$ cat src/rtl/hpp_lattice_gas_step_macros.svh
// Assertion macros used by the lattice gas top level.
`ifndef HPP_LATTICE_GAS_STEP_MACROS_SVH
`define HPP_LATTICE_GAS_STEP_MACROS_SVH

// The consequent must hold in the same cycle as the antecedent.
`define HPP_ASSERT_NOW(lbl, ante, cons, msg) \
    lbl: assert property (@(posedge i_clk) disable iff (!i_rst_n) (ante) |-> (cons)) \
        else $error(msg);

// The consequent must hold in the cycle after the antecedent.
`define HPP_ASSERT_NEXT(lbl, ante, cons, msg) \
    lbl: assert property (@(posedge i_clk) disable iff (!i_rst_n) (ante) |=> (cons)) \
        else $error(msg);

`endif

$ cat src/rtl/hpp_pkg.sv
// Types and constants shared by the lattice gas modules.
`timescale 1ns / 1ps

package hpp_pkg;

    localparam int DEF_MAX_WIDTH  = 64;
    localparam int DEF_MAX_HEIGHT = 64;

    localparam logic [6:0] GRID_RESET = 7'd64;

    localparam int CELL_W = 5;
    localparam int BIT_N  = 0;
    localparam int BIT_E  = 1;
    localparam int BIT_S  = 2;
    localparam int BIT_W  = 3;
    localparam int BIT_WALL = 4;

    localparam logic [3:0] DIRS_NS = 4'b0101;
    localparam logic [3:0] DIRS_EW = 4'b1010;

    localparam logic REG_GRID_WIDTH  = 1'b0;
    localparam logic REG_GRID_HEIGHT = 1'b1;

    typedef logic [CELL_W-1:0] t_cell;

    typedef enum logic [2:0] {
        ACT_WRITE   = 3'd0,
        ACT_READ    = 3'd1,
        ACT_COLLIDE = 3'd2,
        ACT_STREAM  = 3'd3,
        ACT_CLEAR   = 3'd4
    } t_action;

    typedef enum logic [2:0] {
        ST_INIT,
        ST_IDLE,
        ST_SWEEP,
        ST_DONE
    } t_state;

    typedef struct packed {
        logic in_grid;
        logic n_in;
        logic s_in;
        logic e_in;
        logic w_in;
    } t_edges;

endpackage

$ cat src/rtl/hpp_rule.sv
// Collide, stream and clear rule for the cell at the center of the chain.
`timescale 1ns / 1ps

module hpp_rule
    import hpp_pkg::*;
(
    input  t_action i_act,
    input  t_cell   i_c,
    input  t_cell   i_n,
    input  t_cell   i_s,
    input  t_cell   i_e,
    input  t_cell   i_w,
    input  t_edges  i_edge,
    output t_cell   o_cell
);

    logic w_n_open;
    logic w_s_open;
    logic w_e_open;
    logic w_w_open;
    logic [3:0] w_flow;

    assign w_n_open = i_edge.n_in && !i_n[BIT_WALL];
    assign w_s_open = i_edge.s_in && !i_s[BIT_WALL];
    assign w_e_open = i_edge.e_in && !i_e[BIT_WALL];
    assign w_w_open = i_edge.w_in && !i_w[BIT_WALL];

    // A particle either arrives from the open neighbor or bounces back from a blocked side.
    assign w_flow[BIT_N] = (w_s_open && i_s[BIT_N]) || (!w_s_open && i_c[BIT_S]);
    assign w_flow[BIT_S] = (w_n_open && i_n[BIT_S]) || (!w_n_open && i_c[BIT_N]);
    assign w_flow[BIT_E] = (w_w_open && i_w[BIT_E]) || (!w_w_open && i_c[BIT_W]);
    assign w_flow[BIT_W] = (w_e_open && i_e[BIT_W]) || (!w_e_open && i_c[BIT_E]);

    always_comb begin
        o_cell = i_c;
        case (i_act)
            ACT_CLEAR: begin
                o_cell = {i_c[BIT_WALL], 4'b0000};
            end
            ACT_COLLIDE: begin
                if (!i_c[BIT_WALL]) begin
                    if (i_c[3:0] == DIRS_NS) begin
                        o_cell = {1'b0, DIRS_EW};
                    end else if (i_c[3:0] == DIRS_EW) begin
                        o_cell = {1'b0, DIRS_NS};
                    end
                end
            end
            ACT_STREAM: begin
                if (!i_c[BIT_WALL]) begin
                    o_cell = {1'b0, w_flow};
                end
            end
            default: begin
                o_cell = i_c;
            end
        endcase
    end

endmodule
$ cat config.mk
export PLATFORM = sky130hd
export DESIGN_NAME = hpp_rule
export DESIGN_NICKNAME = d
export VERILOG_FILES = /design/src/rtl/hpp_lattice_gas_step_macros.svh /design/src/rtl/hpp_pkg.sv /design/src/rtl/hpp_rule.sv
export SDC_FILE = /design/constraint.sdc
export NUM_CORES = 1
export LEC_CHECK = 0
export BUFFER_PORTS_ARGS = -buffer_cell sky130_fd_sc_hd__buf_4
export CAP_MARGIN = 0
export CELL_PAD_IN_SITES_DETAIL_PLACEMENT = 0
export CELL_PAD_IN_SITES_GLOBAL_PLACEMENT = 2
export CORE_ASPECT_RATIO = 0.6
export CORE_MARGIN = 4
export CORE_UTILIZATION = 13
export DETAILED_ROUTE_END_ITERATION = 16
export PLACE_DENSITY = 0.79
export SYNTH_ARGS = -nofsm -noshare
export SYNTH_HDL_FRONTEND = slang
export SYNTH_SLANG_ARGS = --single-unit
$ cat constraint.sdc
create_clock -name vclk -period 1.8
set_clock_uncertainty 0.05 [all_clocks]
set_input_delay 0.18 -clock vclk [all_inputs]
set_output_delay 0.18 -clock vclk [all_outputs]
set_load 0.005 [all_outputs]
**After elaboration in Yosys (flattened, before gate mapping)**

Cells that the tools add are included.

- Register bits after elaboration: 0
- Input bits: 33
- Output and inout bits: 5

- Eq/ne operators: 5
- Muxes and demuxes: 5
- Reduce and logical (&&, ||, !) cells: 24

Operators with widths:

| operator | count |
|---|---|
| case mux 5 bit (3 select lines) | 1 |
| logical AND 1 bit | 12 |
| 2-to-1 mux 5 bit | 2 |
| zero test 1 bit | 8 |
| 2-to-1 mux 4 bit | 2 |
| equality test 3 x 2 -> 1 bit, second input constant | 2 |
| equality test 4 x 3 -> 1 bit, second input constant | 1 |
| equality test 4 bit, second input constant | 1 |
| logical OR 1 bit | 4 |
| equality test 3 bit, second input constant | 1 |

**Depth between registers and ports, before layout**

Gate-level depths: netlist of run 1.

- Depth after elaboration: 7
- Gate-level depth with buffers: 5

**Worst setup path before layout of run 1**

No wires, ideal clock.

- Kind: input to output
- Start: in i_c[3]
- End: out o_cell[2]
- Arrival: 1.174 ns
- Path slack: 0.396 ns
- Cell stages on the path: 5
- Path buffers: 1
- Cells stage by stage: buf_2 or3b_1 a21oi_1 nor3_1 o32a_1

- Longest elaborated chain between the ends: 5
- Elaborated cells on any way between the ends: 6
- Those cells by class: eq/ne (2); mux (4)

RTL lines:

| element | RTL line | text |
|---|---|---|
| start: declaration | hpp_rule.sv:8 | `input t_cell i_c,` |
| equality test 4 bit | hpp_rule.sv:44 | `end else if (i_c[3:0] == DIRS_EW) begin` |
| 2-to-1 mux 4 bit | hpp_rule.sv:44 |  |
| 2-to-1 mux 4 bit * | hpp_rule.sv:42 | `if (i_c[3:0] == DIRS_NS) begin` |
| 2-to-1 mux 5 bit * | hpp_rule.sv:41 | `if (!i_c[BIT_WALL]) begin` |
| case mux 5 bit (3 select lines) * | hpp_rule.sv:36 | `case (i_act)` |
| end: declaration | hpp_rule.sv:14 | `output t_cell o_cell` |

Every way passes the cells marked *; elsewhere a longest branch is shown, timed or not.

**Final worst setup path of run 1**

- Start: in i_c[4]
- End: out o_cell[2]

- Longest elaborated chain between the ends: 2
- Elaborated cells on any way between the ends: 3
- Those cells by class: mux (3)

RTL lines:

| element | RTL line |
|---|---|
| 2-to-1 mux 5 bit (on tied branches) | hpp_rule.sv:50, hpp_rule.sv:41 |
| case mux 5 bit (3 select lines) * | hpp_rule.sv:36 |

Marks and branches as above.

==> results of run 1 <==
## final timing paths
| kind | startpoint | slack, ns | depth (start not counted) | to |
|---|---|---|---|---|
| setup / recovery | i_c[4] | 0.19 | 6 | o_cell[2] |
| hold / removal | i_c[4] | 0.57 | 2 | o_cell[4] |
## metrics by stage
step	utilization [%]	area, µm²	cells	hold slack [ns]
floorplan	-	285	44	0.429
global placement	24.9	490	95	0.567
detailed placement	24.9	490	95	0.569
CTS	24.9	490	95	0.569
global route	24.9	490	95	0.589
finish	24.9	490	95	0.565
## kinds of logic (layout without fill, tap and decap cells)
group,count (synthesis),after routing
compound gates,16,16
buf+inv,5,28
mux,3,3
simple gates,20,20
## cell usage in the layout, fill, tap and decap left out, drive strengths merged
| cell | count |
|---|---|
| inv | 2 |
| mux2i | 3 |
| o21ai | 1 |
| nor3 | 2 |
| o31ai | 1 |
| or3b | 1 |
| nor2 | 5 |
| buf | 26 |
| and3b | 1 |
| or2b | 1 |
| nand2 | 3 |
| or3 | 1 |
| a21oi | 7 |
| o32a | 4 |
| a211oi | 3 |
| nand2b | 2 |
| nor2b | 3 |
| nor3b | 1 |
## where the power goes
group	total (W)	internal, W	switching [W]
registers	0	0	0
clock network	0	0	0
logic	0.000106	0.0000640	0.0000425
## cells in the mapped netlist, drive strengths merged (2+ instances only)
| cell | instances |
|---|---|
| a21oi | 7 |
| nor2 | 5 |
| o32a | 4 |
| a211oi | 3 |
| mux2i | 3 |
| nand2 | 3 |
| nor2b | 3 |
| buf | 2 |
| inv | 2 |
| nand2b | 2 |
| nor3 | 2 |
## cell type report
type | instances | area [µm²]
fill | 220 | 1480
multi-input combinational | 39 | 253
timing repair buffer | 26 | 195
tap | 28 | 35.0
inverter | 2 | 7.51
## metal layers
metal / vias to the layer above / global-route usage (%) / part of all wire [%]
met2: 18 / 8.73 / 38
li1: 211 / - / -
met1: 158 / 10.3 / 52
met5: - / 0 / 0
met3: 0 / 0.508 / 9.9
met4: 0 / 0 / 0
==> key figures, run 1 <==
Finish
  – Final Net Count: 102
  – Seq. cell area: 0 µm²
  – Sequential cells: 0
  – Fraction of layout instances using a drive strength above 1: 41.8%
  – Area Overhead vs Synth: 71.9%
  – Antenna diode instance count: 0
  – Number of clock-tree buffers in the layout: 0

Setup path
  – Biggest fanout along the worst timing path: 10
  – Highest cell delay on the worst timing path: 0.37 ns
  – CP max stage cell: sky130_fd_sc_hd__or3b_1
  – Cell class contributing the biggest share of worst-path delay: compound AO/OA/AOI/OAI gates
  – Worst path arrival time: 1.38 ns
  – Worst setup SP type: input port
  – WP data required: 1.57 ns
  – Endpoint kind of the worst setup timing path: output pin
  – Critical path buffers and inverters: 2
  – Cell chain of the critical path: buf_4, or3b_1, a21oi_1, nor3_1, o32a_1, buf_4
  – Crit Path Category: in2out
  – Cell seen most often among critical-path stages: sky130_fd_sc_hd__buf_4

Logic synthesis
  – Multiplexer share of the synthesized area: 10.5%
  – Fraction of synthesized cell area in xor and xnor cells: 0%
  – Total standard cell area after synthesis: 285 µm²
  – Yosys warning total: 0
  – Cell taking the most area after synthesis: sky130_fd_sc_hd__o32a_1
  – Compound-gate portion of the synthesized area: 38.6%
  – Simple-gate portion of the synthesized area: 39.5%
  – Area share of the largest cell type after synthesis: 14.0%
  – Distinct cell type count of the synthesized netlist: 20
  – Nets in the synthesized netlist: 77
  – Dominant cells by area after synthesis: sky130_fd_sc_hd__o32a_1, sky130_fd_sc_hd__a21oi_1, sky130_fd_sc_hd__mux2i_1
  – Share of synthesized cell area in full adder, half adder and majority cells: 0%
  – Dominant combinational cell family by area after synthesis: simple AND/OR/NAND/NOR gates
  – Sequential area share after synthesis: 0%
  – Mean instance size in the synthesized netlist: 6.48 µm²
  – Synthesized instance count: 44

Clock network
  – Hold-fix buffers, CTS: 0
  – Setup bufs post-CTS: 0
  – Cts repair resizes: 0

Detailed routing
  – Via count of the routed design: 387
  – Routed Wire Length: 982 µm
  – Number of nets with antenna violations after routing: 0
  – DRC viols: 0
  – Average routed wire per standard cell: 10.3 µm
  – Count of routing violations after the opening detailed-route iteration: 10
  – Number of iterations in the first detailed-routing pass: 4
  – Post-detailed-route via-to-cell ratio: 4.07

Die
  – DIE HEIGHT: 44.3 µm
  – Die boundary width: 68.5 µm
  – Number of rows in the core area: 12
  – Full die area: 3030 µm²
  – Top Ports: 38
  – Core box area: 1970 µm²
  – Initial Util: 14.5%

Place
  – Pre-CTS setup slack: 0.195 ns
  – Port Buffers: 25
  – Routability congestion estimate: 0.720

STA
  – F_max: 622 MHz
  – Summed negative setup slack over all endpoints: 0 ns
  – Worst path setup slack after routing: 0.192 ns
  – Worst-case headroom to the max-slew limit: 82.6%
  – Setup repair after global routing missed its margin: false
  – Number of pins exceeding their max-slew limit in the final report: 0
  – Post-layout minimum cycle time: 1.61 ns
  – Worst-margin pin slew: 0.259 ns
  – Fin crit share: 89.4%
  – Count of final setup violators: 0
  – Hold violation total from the final report: 0

Worst hold path
  – Path category of the worst min-delay check: in2out

Global route
  – Pin count of the biggest net entering global routing: 11
  – All-Layer GR Usage: 6.15%
  – Vias in the first global route: 340
  – Antenna violations before repair: 0
  – Wire length of the first global-routing pass: 1520 µm
  – Total gr overflow: 0

Status
  – Outcome: finished clean

Power and ir drop
  – Peak VDD IR: 0.0620 mV
  – Leak Pwr: 0.224 nW
  – Total power after layout: 0.000107 W
  – Power per Cell Area: 217 nW/µm²

Job
  – Max cap viols: 0
No activity file was read; power rests on OpenSTA's default activity.
==> inputs of run 2 (changes only) <==
--- a/config.mk
+++ b/config.mk
@@ -7,13 +7,10 @@
 export LEC_CHECK = 0
 export BUFFER_PORTS_ARGS = -buffer_cell sky130_fd_sc_hd__buf_4
 export CAP_MARGIN = 0
-export CELL_PAD_IN_SITES_DETAIL_PLACEMENT = 0
-export CELL_PAD_IN_SITES_GLOBAL_PLACEMENT = 2
-export CORE_ASPECT_RATIO = 0.6
-export CORE_MARGIN = 4
-export CORE_UTILIZATION = 13
+export CORE_AREA = 4 4 41 43
 export DETAILED_ROUTE_END_ITERATION = 16
-export PLACE_DENSITY = 0.79
+export DIE_AREA = 0 0 45 47
+export PLACE_DENSITY = 0.56
 export SYNTH_ARGS = -nofsm -noshare
 export SYNTH_HDL_FRONTEND = slang
 export SYNTH_SLANG_ARGS = --single-unit
==> run 2 against run 1 <==
Effect of this change:
- setup slack improved by 0.023 ns
- non-clock buffer count decreased by 1
- clock-buffer cell count unchanged
- worst hold slack got worse by 0.0038 ns
- total power decreased by 3.5%
- combinational power about the same
- core utilization increased by 11 points
- first-iteration DRC count decreased by 40%
- largest power group unchanged
==> key figures, run 2 (same netlist as run 1, synthesis figures left out) <==
Finish
  – Cell area after layout: 467 µm²
  – Number of clock-tree buffers in the layout: 0
  – Most common cell after layout, fill and taps aside: sky130_fd_sc_hd__buf_4
  – Sequential cells: 0
  – Seq. cell area: 0 µm²
  – Commonest cells after routing, fill and taps aside: sky130_fd_sc_hd__buf_4, sky130_fd_sc_hd__a21oi_1, sky130_fd_sc_hd__nor2_1, sky130_fd_sc_hd__o32a_1
  – Antenna diode instance count: 0
  – Final Net Count: 101
  – Fraction of layout instances using a drive strength above 1: 40.9%
  – Area Overhead vs Synth: 63.6%
  – Utilization after layout: 35.9%

Die
  – DIE HEIGHT: 47 µm
  – Die boundary width: 45 µm
  – Initial Util: 21.9%
  – Top Ports: 38
  – Full die area: 2120 µm²
  – Number of rows in the core area: 13
  – Core box area: 1300 µm²

Power and ir drop
  – Peak VDD IR: 0.0680 mV
  – Internal: 0.0000619 W
  – Sw Pwr: 0.0000409 W
  – Power per Cell Area: 220 nW/µm²
  – Sw Ratio: 39.8%
  – Leak Pwr: 0.219 nW
  – Logic pwr share: 100.0%
  – Clock share of power: 0%
  – Sequential fraction of design power: 0%

Setup path
  – Worst path arrival time: 1.36 ns
  – WP data required: 1.57 ns
  – Crit Path Category: in2out
  – Endpoint kind of the worst setup timing path: output pin
  – Worst setup SP type: input port
  – Biggest fanout along the worst timing path: 10

Detailed routing
  – Number of iterations in the first detailed-routing pass: 4
  – Count of routing violations after the opening detailed-route iteration: 6
  – Post-detailed-route via-to-cell ratio: 4.94
  – DRC viols: 0
  – Average routed wire per standard cell: 11.0 µm
  – Number of nets with antenna violations after routing: 0
  – Routed Wire Length: 892 µm
  – Via count of the routed design: 400

Global route
  – All-Layer GR Usage: 7.40%
  – Wire length of the first global-routing pass: 1280 µm
  – Layer carrying the most global-route usage: met2
  – Routing usage on met2: 13.0%
  – Pin count of the biggest net entering global routing: 11
  – Antenna violations before repair: 0
  – Total gr overflow: 0
  – Routing usage on met1: 9.44%
  – Vias in the first global route: 333
  – Met3 usage in global routing: 2.30%

STA
  – Summed negative setup slack over all endpoints: 0 ns
  – Number of pins exceeding their max-slew limit in the final report: 0
  – Worst-margin pin slew: 0.383 ns
  – Hold violation total from the final report: 0
  – Post-layout minimum cycle time: 1.59 ns
  – Fin crit share: 88.1%
  – Worst-case headroom to the max-slew limit: 74.4%
  – Count of final setup violators: 0
  – F_max: 631 MHz
  – Setup repair after global routing missed its margin: false

Place
  – Routability congestion estimate: 0.820
  – Port Buffers: 25
  – Dpl hpwl: 731 µm
  – Placed instance area: 467 µm²

Status
  – Outcome: finished clean

Worst hold path
  – Path category of the worst min-delay check: in2out

Clock network
  – Cts repair resizes: 0
  – Hold-fix buffers, CTS: 0
  – Setup bufs post-CTS: 0

Job
  – Max cap viols: 0
[run 2: routing by layer]
layer	part of all wire [%]	up-vias	routed length (µm)
met4	0	0	0
met1	42	171	373
met2	45	17	402
met5	0	-	0
li1	-	212	-
met3	13	0	115
[run 2: layout make-up]
type | instances | area (µm²)
Multi-Input combinational cell | 39 | 253
Tap cell | 15 | 18.8
Inverter | 2 | 7.51
Timing Repair Buffer | 25 | 188
Fill cell | 142 | 835
[run 2: power groups by stage]
stage	Combinational, W	Clock (W)	Sequential (W)
final	0.000103	0	0
after floorplan	0.0000484	0	0
after global placement	0.000103	0	0
after global routing	0.000115	0	0
after CTS	0.000104	0	0
after detailed placement	0.000103	0	0
[run 2: metrics by stage]
| step | cells | power (W) | worst slack (ns) | hold slack (ns) |
|---|---|---|---|---|
| 5_1_grt | 81 | 0.000115 | 0.135 | 0.588 |
| 2_1_floorplan | 44 | 0.0000484 | 0.396 | 0.429 |
| 4_1_cts | 81 | 0.000104 | 0.215 | 0.562 |
| 6_report | 81 | 0.000103 | 0.215 | 0.561 |
| 3_3_place_gp | 81 | 0.000103 | 0.220 | 0.559 |
| 3_5_place_dp | 81 | 0.000103 | 0.220 | 0.561 |
[run 2: worst max-delay path, cell delays in order]
cell and delay [ns]:
sky130_fd_sc_hd__buf_4 0.14, sky130_fd_sc_hd__or3b_1 0.37, sky130_fd_sc_hd__a21oi_1 0.15, sky130_fd_sc_hd__nor3_1 0.06, sky130_fd_sc_hd__o32a_1 0.32, sky130_fd_sc_hd__buf_4 0.14
[run 2: final timing paths]
path                  depth (start not counted)    from  slack (ns)   endpoint
worst max-delay path                          6  i_c[4]        0.21  o_cell[2]
worst min-delay path                          2  i_c[4]        0.56  o_cell[4]
==> inputs of run 3 (changes only) <==
--- a/config.mk
+++ b/config.mk
@@ -5,12 +5,13 @@
 export SDC_FILE = /design/constraint.sdc
 export NUM_CORES = 1
 export LEC_CHECK = 0
+export ABC_AREA = 1
 export BUFFER_PORTS_ARGS = -buffer_cell sky130_fd_sc_hd__buf_4
 export CAP_MARGIN = 0
 export CORE_AREA = 4 4 41 43
 export DETAILED_ROUTE_END_ITERATION = 16
 export DIE_AREA = 0 0 45 47
-export PLACE_DENSITY = 0.56
+export PLACE_DENSITY = 0.58
 export SYNTH_ARGS = -nofsm -noshare
 export SYNTH_HDL_FRONTEND = slang
 export SYNTH_SLANG_ARGS = --single-unit
==> run 3 against run 2 <==
Effect of this change:
- wire length rose by 9.8%
- critical path depth rose by 1
- total power rose by 9.0%
- combinational power rose by 9%
- die area did not move
- core utilization rose by 3.7 points
- critical path type unchanged
==> key figures, run 3 <==
Clock network
  – Hold-fix buffers, CTS: 0
  – Cts repair resizes: 0
  – Setup bufs post-CTS: 0

Detailed routing
  – Average routed wire per standard cell: 8.82 µm
  – Post-detailed-route via-to-cell ratio: 4.45
  – DRC viols: 0
  – Number of nets with antenna violations after routing: 0
  – Routed Wire Length: 979 µm
  – Number of iterations in the first detailed-routing pass: 4
  – Via count of the routed design: 494
  – Count of routing violations after the opening detailed-route iteration: 8

Power and ir drop
  – Sequential fraction of design power: 0%
  – Clock share of power: 0%
  – Leak Pwr: 0.320 nW
  – Sw Ratio: 45.9%
  – Internal: 0.0000607 W
  – Sw Pwr: 0.0000514 W
  – Total power after layout: 0.000112 W
  – Logic pwr share: 100.0%
  – Peak VDD IR: 0.0800 mV
  – Power per Cell Area: 218 nW/µm²

STA
  – Worst-margin pin slew: 0.349 ns
  – Final hold slack: 0.520 ns
  – Setup repair after global routing missed its margin: false
  – F_max: 798 MHz
  – Summed negative setup slack over all endpoints: 0 ns
  – Hold violation total from the final report: 0
  – Post-layout minimum cycle time: 1.25 ns
  – Fin crit share: 69.6%
  – Worst-case headroom to the max-slew limit: 76.7%
  – Number of pins exceeding their max-slew limit in the final report: 0
  – Count of final setup violators: 0

Place
  – Dpl hpwl: 851 µm
  – Port Buffers: 25
  – Routability congestion estimate: 0.721
  – Placed instance area: 514 µm²
  – DP Cell Count: 111

Worst hold path
  – Number of stages on the worst hold path: 2
  – Startpoint of the most critical hold path: i_c[4]
  – Path category of the worst min-delay check: in2out
  – Hold Crit Endpoint: o_cell[4]

Finish
  – Fraction of layout instances using a drive strength above 1: 28.1%
  – Commonest cells after routing, fill and taps aside: sky130_fd_sc_hd__nand2_1, sky130_fd_sc_hd__buf_4, sky130_fd_sc_hd__nand3_1, sky130_fd_sc_hd__inv_1, sky130_fd_sc_hd__nor2_1
  – Final Net Count: 131
  – Fin cells: 111
  – Sequential cells: 0
  – Seq. cell area: 0 µm²
  – Number of clock-tree buffers in the layout: 0
  – Area Overhead vs Synth: 65.1%
  – Antenna diode instance count: 0
  – Most common cell after layout, fill and taps aside: sky130_fd_sc_hd__nand2_1
  – Cell area after layout: 514 µm²

Setup path
  – Crit Path Category: in2out
  – Worst path arrival time: 1.02 ns
  – Endpoint kind of the worst setup timing path: output pin
  – Timing startpoint of the critical path: i_act[2]
  – WP data required: 1.57 ns
  – Biggest fanout along the worst timing path: 4
  – Worst setup SP type: input port

Logic synthesis
  – Total standard cell area after synthesis: 312 µm²
  – Sequential area share after synthesis: 0%
  – Yosys warning total: 0
  – Synthesized instance count: 72
  – Cell taking the most area after synthesis: sky130_fd_sc_hd__nand2_1
  – Area share of the largest cell type after synthesis: 39.8%
  – Nets in the synthesized netlist: 105
  – Post-synth top cells: sky130_fd_sc_hd__nand2_1, sky130_fd_sc_hd__nand3_1, sky130_fd_sc_hd__inv_1
  – Dominant cells by area after synthesis: sky130_fd_sc_hd__nand2_1, sky130_fd_sc_hd__nand3_1, sky130_fd_sc_hd__inv_1
  – Distinct cell type count of the synthesized netlist: 13
  – Most instantiated library cell after synthesis: sky130_fd_sc_hd__nand2_1
  – Mean instance size in the synthesized netlist: 4.33 µm²

Job
  – Max cap viols: 0

Global route
  – Vias in the first global route: 420
  – Antenna violations before repair: 0
  – Wire length of the first global-routing pass: 1520 µm
  – Total gr overflow: 0
  – All-Layer GR Usage: 9.05%
  – Pin count of the biggest net entering global routing: 8

Die
  – DIE HEIGHT: 47 µm
  – Full die area: 2120 µm²
  – Die boundary width: 45 µm
  – Core box area: 1300 µm²
  – Top Ports: 38
  – Number of rows in the core area: 13
  – Initial Util: 23.9%

Status
  – Outcome: finished clean
==> run 3: layout make-up <==
class,instances,area (µm²)
Fill cell,156,787
Inverter,11,41.3
Multi-Input combinational cell,60,267
Tap cell,15,18.8
Timing Repair Buffer,25,188
==> run 3: worst max-delay path, cell delays in order <==
cell                      delay [ns]
sky130_fd_sc_hd__buf_4          0.11
sky130_fd_sc_hd__inv_1          0.09
sky130_fd_sc_hd__nor3_1         0.05
sky130_fd_sc_hd__a21oi_1        0.29
sky130_fd_sc_hd__nand2_1        0.11
sky130_fd_sc_hd__nand3_2        0.09
sky130_fd_sc_hd__buf_4          0.10
==> run 3: power by group through the flow <==
stage | sequential (W) | clock (W) | combinational, W
after global routing | 0 | 0 | 0.000127
after global placement | 0 | 0 | 0.000113
after detailed placement | 0 | 0 | 0.000114
after CTS | 0 | 0 | 0.000114
after floorplan | 0 | 0 | 0.0000495
final | 0 | 0 | 0.000112
==> run 3: through the flow <==
step                      setup slack, ns  utilization, %
after floorplan                     0.893               -
after global placement              0.521            39.5
after detailed placement            0.541            39.5
after CTS                           0.536            39.5
after global routing                0.426            39.5
final                               0.546            39.5
==> run 3: worst max-delay path by stage <==
stage / slack [ns] / endpoint / cells after the start
after floorplan: 0.89 / o_cell[1] / 5
after global placement: 0.52 / o_cell[1] / 7
after detailed placement: 0.54 / o_cell[1] / 7
after CTS: 0.54 / o_cell[1] / 7
after global routing: 0.43 / o_cell[0] / 7
final: 0.55 / o_cell[1] / 7
==> run 3: routing by layer <==
metal	share of wire (%)	wire length (µm)	GRT usage (%)
met5	0	0	0
met4	0	0	0
met2	47	456	17.8
met1	46	447	11.5
met3	7.7	75	0.383
==> run 3: cells by family after synthesis <==
family                 count (synthesis)  share of synthesized area (%)
AO/OA/AOI/OAI                          3                           4.82
AND/OR/NAND/NOR                       57                           80.7
buffers and inverters                 12                           14.5
